`config.mk`:
```
export PLATFORM = sky130hd
export DESIGN_NAME = modbus_rtu_register_slave_unit
export DESIGN_NICKNAME = d
export VERILOG_FILES = /design/src/mrs_pkg.sv /design/src/mrs_front.sv /design/src/mrs_cmd_fifo.sv /design/src/mrs_back.sv /design/src/modbus_rtu_register_slave_unit.sv
export SDC_FILE = /design/constraint.sdc
export NUM_CORES = 2
export LEC_CHECK = 0
export ABC_AREA = 0
export BUFFER_PORTS_ARGS = -buffer_cell sky130_fd_sc_hd__buf_2
export CAP_MARGIN = 10
export CORE_MARGIN = 2
export CORE_UTILIZATION = 35
export CTS_BUF_LIST = sky130_fd_sc_hd__clkbuf_4 sky130_fd_sc_hd__clkbuf_8
export DETAILED_ROUTE_END_ITERATION = 8
export GPL_TIMING_DRIVEN = 1
export MAX_ROUTING_LAYER = met4
export PLACE_DENSITY = 0.6
export SLEW_MARGIN = 0
export SYNTH_ARGS = -nofsm -noshare
export SYNTH_HDL_FRONTEND = slang
export SYNTH_HIERARCHICAL = 1
export SYNTH_MEMORY_MAX_BITS = 65536
export SYNTH_SLANG_ARGS = --single-unit
```
`constraint.sdc`:
```
create_clock -name clk -period 9 [get_ports clk]
set_clock_uncertainty 0.2 [all_clocks]
set_input_delay 2.7 -clock clk [delete_from_list [all_inputs] [get_ports clk]]
set_output_delay 2.7 -clock clk [all_outputs]
set_load 0.005 [all_outputs]
```
`src/mrs_pkg.sv`:
```
package mrs_pkg;

	localparam int REG_COUNT   = 128;
	localparam int FRAME_BYTES = 256;
	localparam int MAX_READ    = 29;

	localparam int REG_AW = (REG_COUNT > 1) ? $clog2(REG_COUNT) : 1;
	localparam int FB_AW  = $clog2(FRAME_BYTES);
	localparam int LEN_W  = FB_AW + 1;
	localparam int CNT_W  = $clog2(REG_COUNT + 1);

	localparam logic [15:0] CRC_INIT = 16'hFFFF;
	localparam logic [15:0] CRC_POLY = 16'hA001;

	localparam logic [7:0] FC_READ   = 8'h03;
	localparam logic [7:0] FC_WRITE  = 8'h10;
	localparam logic [7:0] FC_EXC    = 8'h80;
	localparam logic [7:0] FC_RD_EXC = 8'h83;
	localparam logic [7:0] FC_WR_EXC = 8'h90;
	localparam logic [7:0] EX_FUNC   = 8'h01;
	localparam logic [7:0] EX_RANGE  = 8'h02;
	localparam logic [7:0] EX_COUNT  = 8'h03;

	typedef struct packed {
		logic [7:0] rx_byte;
		logic       frame_end;
	} rx_item_t;

	typedef struct packed {
		logic [7:0] tx_byte;
		logic       tx_last;
	} tx_item_t;

	typedef enum logic [1:0] {
		K_EXC,
		K_READ,
		K_WRITE
	} cmd_kind_t;

	// one classified request handed from front to back
	typedef struct packed {
		cmd_kind_t        kind;
		logic [5:0][7:0]  hdr;
		logic [2:0]       hlast;
		logic [REG_AW-1:0] start;
		logic [CNT_W-1:0] count;
	} cmd_t;

	typedef enum logic [3:0] {
		B_IDLE,
		B_HDR,
		B_RFETCH,
		B_RHI,
		B_RLO,
		B_WA,
		B_WB,
		B_WC,
		B_CRCL,
		B_CRCH
	} back_state_t;

	function automatic logic [15:0] crc_byte(input logic [15:0] c, input logic [7:0] b);
		logic [15:0] r;
		r = c ^ {8'h00, b};
		for (int i = 0; i < 8; i++) begin
			if (r[0]) begin
				r = (r >> 1) ^ CRC_POLY;
			end else begin
				r = r >> 1;
			end
		end
		return r;
	endfunction

endpackage

```
`src/mrs_front.sv`:
```
module mrs_front
	import mrs_pkg::*;
(
	input  logic             clk,
	input  logic             arst_n,
	input  logic             accept,
	input  rx_item_t         rx,
	input  logic [7:0]       slave_address,
	input  logic [FB_AW-1:0] rd_addr,
	output logic [7:0]       rd_data,
	output logic             push,
	output cmd_t             cmd
);

	logic [7:0]       store [FRAME_BYTES];
	logic [LEN_W-1:0] len_q;
	logic             ovf_q;
	logic [15:0]      crc_q, crc_d1_q;
	logic [7:0]       prev_q;
	logic [5:0][7:0]  hdr_q;

	logic             full;
	logic [LEN_W-1:0] n;
	logic [15:0]      start16, cnt16;
	logic             range_bad, drop;
	logic [16:0]      range_end;
	logic [17:0]      wr_need;

	assign full = (len_q == LEN_W'(FRAME_BYTES));

	always_ff @(posedge clk) begin
		if (accept && !full) begin
			store[len_q[FB_AW-1:0]] <= rx.rx_byte;
		end
		rd_data <= store[rd_addr];
	end

	always_ff @(posedge clk or negedge arst_n) begin
		if (!arst_n) begin
			len_q    <= '0;
			ovf_q    <= 1'b0;
			crc_q    <= CRC_INIT;
			crc_d1_q <= CRC_INIT;
			prev_q   <= '0;
			hdr_q    <= '0;
		end else if (accept) begin
			if (!full) begin
				len_q    <= len_q + 1'b1;
				crc_d1_q <= crc_q;
				crc_q    <= crc_byte(crc_q, rx.rx_byte);
				prev_q   <= rx.rx_byte;
				if (len_q < LEN_W'(6)) begin
					hdr_q[len_q[2:0]] <= rx.rx_byte;
				end
			end else begin
				ovf_q <= 1'b1;
			end
			if (rx.frame_end) begin
				len_q <= '0;
				ovf_q <= 1'b0;
				crc_q <= CRC_INIT;
			end
		end
	end

	// classification at frame end; header bytes were all taken earlier when needed
	always_comb begin
		n         = full ? len_q : len_q + 1'b1;
		start16   = {hdr_q[2], hdr_q[3]};
		cnt16     = {hdr_q[4], hdr_q[5]};
		range_end = {9'd0, hdr_q[3]} + {1'b0, cnt16};
		range_bad = (hdr_q[2] != 8'h00) || (range_end > 17'(REG_COUNT));
		wr_need   = {1'b0, cnt16, 1'b0} + 18'd9;
		drop      = full || ovf_q || (n < LEN_W'(4)) || (hdr_q[0] != slave_address)
			|| (crc_d1_q != {rx.rx_byte, prev_q});
		cmd       = '0;
		cmd.hdr   = hdr_q;
		cmd.hlast = 3'd2;
		cmd.start = REG_AW'(start16);
		cmd.count = CNT_W'(cnt16);
		cmd.kind  = K_EXC;
		case (hdr_q[1])
			FC_READ: begin
				if (n < LEN_W'(8)) begin
					drop = 1'b1;
				end else if (cnt16 > 16'(MAX_READ)) begin
					cmd.hdr[1] = FC_RD_EXC;
					cmd.hdr[2] = EX_COUNT;
				end else if (range_bad) begin
					cmd.hdr[1] = FC_RD_EXC;
					cmd.hdr[2] = EX_RANGE;
				end else begin
					cmd.kind   = K_READ;
					cmd.hdr[2] = {cnt16[6:0], 1'b0};
				end
			end
			FC_WRITE: begin
				if (n < LEN_W'(9) || {9'd0, n} < wr_need) begin
					drop = 1'b1;
				end else if (range_bad) begin
					cmd.hdr[1] = FC_WR_EXC;
					cmd.hdr[2] = EX_RANGE;
				end else begin
					cmd.kind  = K_WRITE;
					cmd.hlast = 3'd5;
				end
			end
			default: begin
				cmd.hdr[1] = hdr_q[1] | FC_EXC;
				cmd.hdr[2] = EX_FUNC;
			end
		endcase
		push = accept && rx.frame_end && !drop;
	end

endmodule

```
`src/mrs_cmd_fifo.sv`:
```
module mrs_cmd_fifo
	import mrs_pkg::*;
(
	input  logic clk,
	input  logic arst_n,
	input  logic push,
	input  cmd_t din,
	input  logic pop,
	output cmd_t dout,
	output logic empty
);

	cmd_t       mem_q [2];
	logic       wp_q, rp_q;
	logic [1:0] cnt_q;

	assign empty = (cnt_q == 2'd0);
	assign dout  = mem_q[rp_q];

	always_ff @(posedge clk) begin
		if (push && cnt_q != 2'd2) begin
			mem_q[wp_q] <= din;
		end
	end

	always_ff @(posedge clk or negedge arst_n) begin
		if (!arst_n) begin
			wp_q  <= 1'b0;
			rp_q  <= 1'b0;
			cnt_q <= '0;
		end else begin
			if (push && cnt_q != 2'd2) begin
				wp_q <= ~wp_q;
			end
			if (pop && !empty) begin
				rp_q <= ~rp_q;
			end
			cnt_q <= cnt_q + 2'((push && cnt_q != 2'd2) ? 1 : 0) - 2'((pop && !empty) ? 1 : 0);
		end
	end

endmodule

```
`src/mrs_back.sv`:
```
module mrs_back
	import mrs_pkg::*;
(
	input  logic             clk,
	input  logic             arst_n,
	input  logic             q_empty,
	input  cmd_t             q_cmd,
	output logic             q_pop,
	output logic [FB_AW-1:0] rd_addr,
	input  logic [7:0]       rd_data,
	output logic             active,
	output logic             strobe,
	output tx_item_t         tx
);

	back_state_t       st_q, st_d;
	cmd_t              cmd_q;
	logic [CNT_W-1:0]  k_q;
	logic [2:0]        idx_q;
	logic [15:0]       crc_q;
	logic [7:0]        hi_q;
	logic [15:0]       regs [REG_COUNT];
	logic [REG_COUNT-1:0] vld_q;
	logic [15:0]       rd_q;
	logic              rdv_q;
	logic [15:0]       rval;

	logic              emit, elast, ecrc, do_wr;
	logic [7:0]        eb;
	logic [REG_AW-1:0] raddr;
	logic              k_done;

	assign active = (st_q != B_IDLE);
	assign rval   = rdv_q ? rd_q : 16'h0000;
	assign raddr  = REG_AW'({1'b0, cmd_q.start} + (REG_AW + 1)'(k_q));
	assign k_done = (k_q + 1'b1 == cmd_q.count);

	always_ff @(posedge clk or negedge arst_n) begin
		if (!arst_n) begin
			st_q <= B_IDLE;
		end else begin
			st_q <= st_d;
		end
	end

	always_comb begin
		st_d    = st_q;
		q_pop   = 1'b0;
		emit    = 1'b0;
		elast   = 1'b0;
		ecrc    = 1'b1;
		eb      = '0;
		do_wr   = 1'b0;
		rd_addr = FB_AW'((FB_AW + 2)'(7) + (FB_AW + 2)'({k_q, 1'b0}));
		case (st_q)
			B_IDLE: begin
				if (!q_empty) begin
					q_pop = 1'b1;
					st_d  = (q_cmd.kind == K_WRITE && q_cmd.count != '0) ? B_WA : B_HDR;
				end
			end
			B_HDR: begin
				emit = 1'b1;
				eb   = cmd_q.hdr[idx_q];
				if (idx_q == cmd_q.hlast) begin
					st_d = (cmd_q.kind == K_READ && cmd_q.count != '0) ? B_RFETCH : B_CRCL;
				end
			end
			B_RFETCH: st_d = B_RHI;
			B_RHI: begin
				emit = 1'b1;
				eb   = rval[15:8];
				st_d = B_RLO;
			end
			B_RLO: begin
				emit = 1'b1;
				eb   = rval[7:0];
				st_d = k_done ? B_CRCL : B_RFETCH;
			end
			B_WA: st_d = B_WB;
			B_WB: begin
				rd_addr = FB_AW'((FB_AW + 2)'(8) + (FB_AW + 2)'({k_q, 1'b0}));
				st_d    = B_WC;
			end
			B_WC: begin
				do_wr = 1'b1;
				st_d  = k_done ? B_HDR : B_WA;
			end
			B_CRCL: begin
				emit = 1'b1;
				ecrc = 1'b0;
				eb   = crc_q[7:0];
				st_d = B_CRCH;
			end
			B_CRCH: begin
				emit  = 1'b1;
				ecrc  = 1'b0;
				elast = 1'b1;
				eb    = crc_q[15:8];
				st_d  = B_IDLE;
			end
			default: st_d = B_IDLE;
		endcase
	end

	always_ff @(posedge clk) begin
		if (q_pop) begin
			cmd_q <= q_cmd;
			k_q   <= '0;
			idx_q <= '0;
			crc_q <= CRC_INIT;
		end else begin
			if (st_q == B_HDR) begin
				idx_q <= idx_q + 1'b1;
			end
			if (st_q == B_RLO || st_q == B_WC) begin
				k_q <= k_q + 1'b1;
			end
			if (emit && ecrc) begin
				crc_q <= crc_byte(crc_q, eb);
			end
		end
		if (st_q == B_WB) begin
			hi_q <= rd_data;
		end
		if (emit) begin
			tx <= '{tx_byte: eb, tx_last: elast};
		end
		if (do_wr) begin
			regs[raddr] <= {hi_q, rd_data};
		end
		rd_q <= regs[raddr];
	end

	// valid bits stand in for the all-zero reset of the register file
	always_ff @(posedge clk or negedge arst_n) begin
		if (!arst_n) begin
			vld_q  <= '0;
			rdv_q  <= 1'b0;
			strobe <= 1'b0;
		end else begin
			if (do_wr) begin
				vld_q[raddr] <= 1'b1;
			end
			rdv_q  <= vld_q[raddr];
			strobe <= emit;
		end
	end

endmodule

```
`src/modbus_rtu_register_slave_unit.sv`:
```
// channel   direction  handshake           payload
// rx        in         start / busy        rx_item_t  (rx_byte, frame_end)
// tx        out        strobe, no stall    tx_item_t  (tx_byte, tx_last)
// cfg       in         cfg_we              cfg_data = slave address
//
// One request byte is taken per cycle while busy is low; a byte that closes a
// frame is classified at once. If the frame is kept, busy then stays high while
// the back end runs it: header and CRC bytes go out one by one, each register
// read is a fetch and then two bytes out, and each register written takes two store reads.
// Reset clears the register file through per-entry valid bits; no sweep.
module modbus_rtu_register_slave_unit
	import mrs_pkg::*;
(
	input  logic     clk,
	input  logic     arst_n,
	input  logic     start,
	output logic     busy,
	input  rx_item_t rx,
	input  logic     cfg_we,
	input  logic [7:0] cfg_data,
	output logic     strobe,
	output tx_item_t tx
);

	logic [7:0]       addr_q;
	logic             accept, push, pop, empty, active;
	cmd_t             f_cmd, q_cmd;
	logic [FB_AW-1:0] rd_addr;
	logic [7:0]       rd_data;

	always_ff @(posedge clk or negedge arst_n) begin
		if (!arst_n) begin
			addr_q <= 8'd1;
		end else if (cfg_we) begin
			addr_q <= cfg_data;
		end
	end

	assign busy   = !empty || active;
	assign accept = start && !busy;

	mrs_front u_front (
		.clk           (clk),
		.arst_n        (arst_n),
		.accept        (accept),
		.rx            (rx),
		.slave_address (addr_q),
		.rd_addr       (rd_addr),
		.rd_data       (rd_data),
		.push          (push),
		.cmd           (f_cmd)
	);

	mrs_cmd_fifo u_fifo (
		.clk    (clk),
		.arst_n (arst_n),
		.push   (push),
		.din    (f_cmd),
		.pop    (pop),
		.dout   (q_cmd),
		.empty  (empty)
	);

	mrs_back u_back (
		.clk     (clk),
		.arst_n  (arst_n),
		.q_empty (empty),
		.q_cmd   (q_cmd),
		.q_pop   (pop),
		.rd_addr (rd_addr),
		.rd_data (rd_data),
		.active  (active),
		.strobe  (strobe),
		.tx      (tx)
	);

endmodule

```
# After elaboration in Yosys (flattened, before gate mapping)
# Memories as Yosys holds them, arrays and structs flattened. A register that Yosys moved wholly into a read port is not among the register bits.
# Index checks and enable logic that the tools add are counted.
# Widths: inputs -> output; s select.
# totals
regBits	356
ramBits	4232
inputBits	21
out_inout_bits	11
n_memories	3
# classes
addsub	10
order_cmp	12
eq_ne	22
mux	102
n_bitwise	22
n_reduce_logical	37
# memory_table
memory	words	width	read_ports	rd_clocked_by_memory_dff	write_ports	line	source
u_back.regs	128	16	1	1	1	mrs_back.sv:22	logic [15:0] regs [REG_COUNT];
u_front.store	256	8	1	1	1	mrs_front.sv:15	logic [7:0] store [FRAME_BYTES];
u_fifo.mem_q	2	68	1	0	1	mrs_cmd_fifo.sv:13	cmd_t mem_q [2];
# ops
cell	n
$mux 16	51
$or 128x128->128	1
$bwmux 48	1
$not 2->3	16
$mux 8	5
$pmux 8 s5	1
$pmux 4 s9	1
$pmux 16 s2	1
$xor 16x8->16	2
$bmux 8 s3	1
$demux 8 s3	1
$reduce_bool 8->1	3
$mux 1	21
$add 17x4->18 const B	1
$lt 9x18->1	1
$lt 9x3->1 const B	2
$lt 9x4->1 const B	2
$mux 9	2
$add 8x16->17	1
$gt 17x8->1 const B	1
$eq 4x3->1 const B	4
$gt 16x5->1 const B	1
$mux 4	4
$ne 16x16->1	1
43 further kinds	80

# Longest topological paths before layout
# depth
ltp_word	34
depth_mapped	19
mapped_depth_nobuf	18

# Hierarchy
# Netlist, hierarchy kept.
# by_module_without_submodules
module	instances	cells_per_inst	area_per_inst_um2	seq_area_each_um2
mrs_front	1	3987	85428.2	64151.5
mrs_back	1	4816	85226.7	68265.5
mrs_cmd_fifo	1	232	5151.2	4184.0
modbus_rtu_register_slave_unit	1	19	347.8	201.4

# Worst setup path after synthesis
# No wires, ideal clock.
# synth_path
path_kind	input to register
startpoint	in rx[4] (netlist bit)
endpoint	mem u_fifo/mem_q[0][0] (netlist bit) (enable)
setup_time_ps	495
t_arrival_ps	7119
required_time_ps	8305
path_slack_ps	1186
stages	10
path_buffers	1
path_cell_list	clkbuf_1 -> xnor2_1 -> nand4_1 -> nor4b_1 -> nand3_1 -> nor4_1 -> nand4_1 -> a211oi_1 -> o21ai_1 -> nor2_1
# synth_via
elab_chain_len	9
elab_cells_between_ends	10
classes_between	eq/ne: 1; mux: 5; reduce/logical: 4
# synth_rtl
item	line	source
start: declaration	modbus_rtu_register_slave_unit.sv:18	input rx_item_t rx,
$ne 16x16->1 (*)	mrs_front.sv:75	|| (crc_d1_q != {rx.rx_byte, prev_q});
$logic_or 1x1->1 (*)	mrs_front.sv:75	
$mux 1, on equally long branches	mrs_front.sv:98, mrs_front.sv:84	
$pmux 1 s2 (*)	mrs_front.sv:82	case (hdr_q[1])
$logic_not 1->1 (*)	mrs_front.sv:113	push = accept && rx.frame_end && !drop;
$logic_and 1x1->1 (*)	mrs_front.sv:113	
named net push	modbus_rtu_register_slave_unit.sv:26	logic accept, push, pop, empty, active;
$logic_and 1x1->1 (*)	mrs_cmd_fifo.sv:21	if (push && cnt_q != 2'd2) begin
$mux 1 (*)	mrs_cmd_fifo.sv:21	
$mux 1 (implied by the code) (*)	mrs_cmd_fifo.sv:22	mem_q[wp_q] <= din;
end: declaration	mrs_cmd_fifo.sv:13	
# Mark *: on every way through the listed nets, which the timed path passes. The rest lies on a longest branch.

# Worst setup path in the final report
# layout_path
startpoint	reg u_back.st_q[0]
endpoint	out busy
# layout_via
elab_chain_len	2
# layout_rtl
item	line	source
start: declaration	mrs_back.sv:16	back_state_t st_q, st_d;
start signal: assignment	mrs_back.sv:42	st_q <= st_d;
$reduce_bool 4->1	mrs_back.sv:33	assign active = (st_q != B_IDLE);
named net active	modbus_rtu_register_slave_unit.sv:26	
$logic_or 1x1->1	modbus_rtu_register_slave_unit.sv:39	assign busy = !empty || active;
end: declaration	modbus_rtu_register_slave_unit.sv:17	output logic busy,
# The timed path passes the listed nets, and every way through them passes these cells.

==> results.json <==
{
  "status": "finished clean",
  "r2r_cells": 9,
  "fp.coreArea_sq_um": 501000,
  "critPathMaxStageDelay_ps": 900,
  "routed_via_density": 5.59,
  "synth_adder_area_share_pct": 0.257,
  "final_hold_viol_count": 0,
  "grt.overflow.total": 0,
  "place_inst": 15427,
  "grt_pass1_vias": 93488,
  "wl_per_cell_um": 28.1,
  "crit_arrival_ps": 3060,
  "final_antenna_net_count": 0,
  "fin_crit_ps": 5960,
  "internal-power_mw": 32.5,
  "totalWireLength_mm": 470,
  "path_depth": 4,
  "pwr-share-comb_pct": 2.2,
  "crit_slowest_cell": "dfrtp_1",
  "cts.sinks": 4612,
  "cap_viol_max_count": 0,
  "avgSynthCellArea_sq_um": 19.5,
  "cp_num_buf_inv": 1,
  "synth-edff-count": 4317,
  "power_mw": 41.4,
  "syn_nets": 9110,
  "h-tree-depth": 6,
  "cp-startpoint": "u_back/st_q[0]",
  "timing.rr.end": "u_front/rd_data[2]",
  "ctsHoldBuffers": 0,
  "clockPowerShare_pct": 40.4,
  "cp-start-kind": "register",
  "ir_drop_mv": 0.156,
  "final_common_cell": "edfxtp_1",
  "clkLatencyLatePin_ps": 1280,
  "final_cell_mix": "edfxtp_1 (4317), a22oi_1 (844), clkbuf_8 (723)",
  "drc": 0,
  "synthFlopType": "edfxtp_1",
  "fin_tns_setup_ps": 0,
  "drive_gt1_share_pct": 23.7,
  "powerDensity_nw_per_um2": 208,
  "relSlewSlack_pct": 8.33,
  "power.share.switching_pct": 21.4,
  "cts_buffers": 696,
  "synth_top_family_by_area": "multiplexers",
  "cts-root-buf": "clkbuf_8",
  "dp_hpwl_mm": 266,
  "start_util_pct": 35.1,
  "port_buffers": 31,
  "path_delay_family": "flip-flops",
  "synth_top_area_share_pct": 73.6,
  "ys_seq_elements": 4612,
  "drt_first_pass_iters": 8,
  "clockBufferDepth": 4,
  "fin_crit_sh_pct": 66.2,
  "netlist_instances": 9054,
  "die_area_sq_um": 509000,
  "ys_types": 85,
  "core.rowCount": 260,
  "cts_setup_buffers": 0,
  "grt_setup_unrepaired": "false",
  "synth_area_leaders": "edfxtp_1 (74%), mux4_2 (8.5%), a22oi_1 (3.6%)",
  "yosysWarnings": 6,
  "fillCellCount": 44251,
  "netSwitchingPower_mw": 8.88,
  "finalNonFillerCells": 16699,
  "synth_top_area_cell": "edfxtp_1",
  "clk_pin_slew_ps": 60,
  "drtIter0Drc": 11818,
  "cp-end-kind": "primary output",
  "gp_congestion": 0.870,
  "io_pins": 32,
  "ctsResizeCount": 0,
  "yosys.area_share.simple_pct": 3.05,
  "maxSlewViolCount": 0,
  "max_freq_mhz": 168,
  "nets": 9503,
  "tightest_slew_ps": 1360,
  "p_seq_share_pct": 57.4,
  "antenna_found_initial": 18,
  "hp-class": "reg2reg",
  "synth_compound_area_share_pct": 6.99,
  "setup_viol": 0,
  "ys_async_sr_fraction_pct": 5.29,
  "grtUsageTotal_pct": 18.4,
  "grt_first_pass_wirelength_mm": 673,
  "die-height_um": 713,
  "tritoncts": "done",
  "syn_area_sq_um": 176000,
  "timing.rr.start": "u_back/st_q[0]",
  "num_vias": 93387,
  "synthMuxAreaShare_pct": 9.78,
  "critPathCapture": "busy",
  "area_delta_synth_final_pct": 12.8,
  "path_class": "reg2out",
  "p_leak_nw": 62.5,
  "cp.required_ps": 6100,
  "rrSetupSlack_ps": 3090,
  "die_width_um": 713,
  "grt_max_degree": 174,
  "crit_fanout": 25,
  "seq_area_frac_synth_pct": 77.7,
  "yosys.area_share.xor_xnor_pct": 0.634,
  "crit_chain": "nor2_1, nand2_1, nand2b_1, buf_2"
}
layer usage:
metal	GRT usage (%)	share of wire, %
met5	-	0
met4	5.81	3.2
met3	3.54	8.6
met2	28.9	48
met1	24.2	40
kinds of logic (layout without fill, tap and decap cells):
logic type / Yosys count / count (layout)
other cells: 0 / 12
flops: 4612 / 4612
fa+ha+maj: 35 / 35
simple gates: 1097 / 1097
xor+xnor: 124 / 124
buf+inv: 670 / 1622
mux: 866 / 866
compound gates: 1650 / 1650
flip-flops by register name (all words and copies together), names as in the netlist, 9 cells and up:
signal / flops
u_back/cmd_q: 68
u_back/crc_q: 16
u_back/rd_q: 16
u_back/regs: 2048
u_back/tx: 9
u_back/vld_q: 128
u_fifo/mem_q: 136
u_front/cmd: 32
u_front/crc_d1_q: 16
u_front/crc_q: 16
u_front/hdr_q: 16
u_front/len_q: 9
u_front/store: 2048
Yosys cell counts, drive strengths merged, types with 49 or more instances:
cell type	n
clkbuf	422
nand3	87
o21bai	133
nor2	461
o211ai	86
a221oi	137
mux4	665
xnor2	74
nand4	291
a22o	141
buf	216
dfrtp	211
edfxtp	4317
mux2i	58
o21ai	165
xor2	49
mux2	143
nand2	132
dfxtp	51
a22oi	845
stage by stage:
| step | area, sq um | setup WS (ps) | utilization, % | hold slack (ps) |
|---|---|---|---|---|
| 3_3_place_gp | 185000 | 2290 | 36.9 | 256 |
| 5_1_grt | 199000 | 2620 | 39.6 | 282 |
| 3_5_place_dp | 185000 | 2260 | 36.9 | 256 |
| 6_report | 199000 | 3040 | 39.6 | 263 |
| 2_1_floorplan | 176000 | 1190 | - | 243 |
| 4_1_cts | 199000 | 2960 | 39.6 | 267 |
worst reg2reg max path, stage by stage, from the launching register on:
cell	delay [ps]
dfrtp_1	700
nor2b_1	420
nand2_4	370
xnor2_2	1100
buf_12	630
mux4_2	650
mux4_2	540
mux2i_1	610
a22oi_1	270
and4_1	250
power groups by stage:
| stage | logic (mW) | registers [mW] | clock network, mW |
|---|---|---|---|
| 6_report | 0.920 | 23.8 | 16.7 |
| 5_1_grt | 1.00 | 23.8 | 18.0 |
| 4_1_cts | 0.921 | 23.8 | 17.0 |
| 3_5_place_dp | 0.915 | 24.2 | 0 |
| 3_3_place_gp | 0.892 | 24.2 | 0 |
| 2_1_floorplan | 0.712 | 24.1 | 0 |
worst min-delay path by stage:
stage	startpoint	to	slack (ps)	cells past startpoint
2_1_floorplan	u_back/vld_q[108]	u_back/vld_q[108]	240	1
3_3_place_gp	u_front/crc_d1_q[10]	u_front/crc_d1_q[10]	260	2
3_5_place_dp	u_front/crc_d1_q[2]	u_front/crc_d1_q[2]	260	2
4_1_cts	u_front/crc_d1_q[2]	u_front/crc_d1_q[2]	270	2
5_1_grt	u_front/crc_q[11]	u_front/crc_d1_q[11]	280	2
6_report	u_front/crc_d1_q[2]	u_front/crc_d1_q[2]	260	2
cell type report:
type | count | area, sq um | share of cell area (%)
antenna | 12 | 30.0 | 0.0151
clock buffer | 933 | 11500 | 5.80
clock inverter | 324 | 1960 | 0.986
inverter | 32 | 121 | 0.0611
multi-input combinational | 3772 | 36900 | 18.6
sequential | 4612 | 137000 | 68.9
tap | 6681 | 8360 | 4.21
timing repair buffer | 333 | 2980 | 1.50
(Power assumes the default switching activity.)
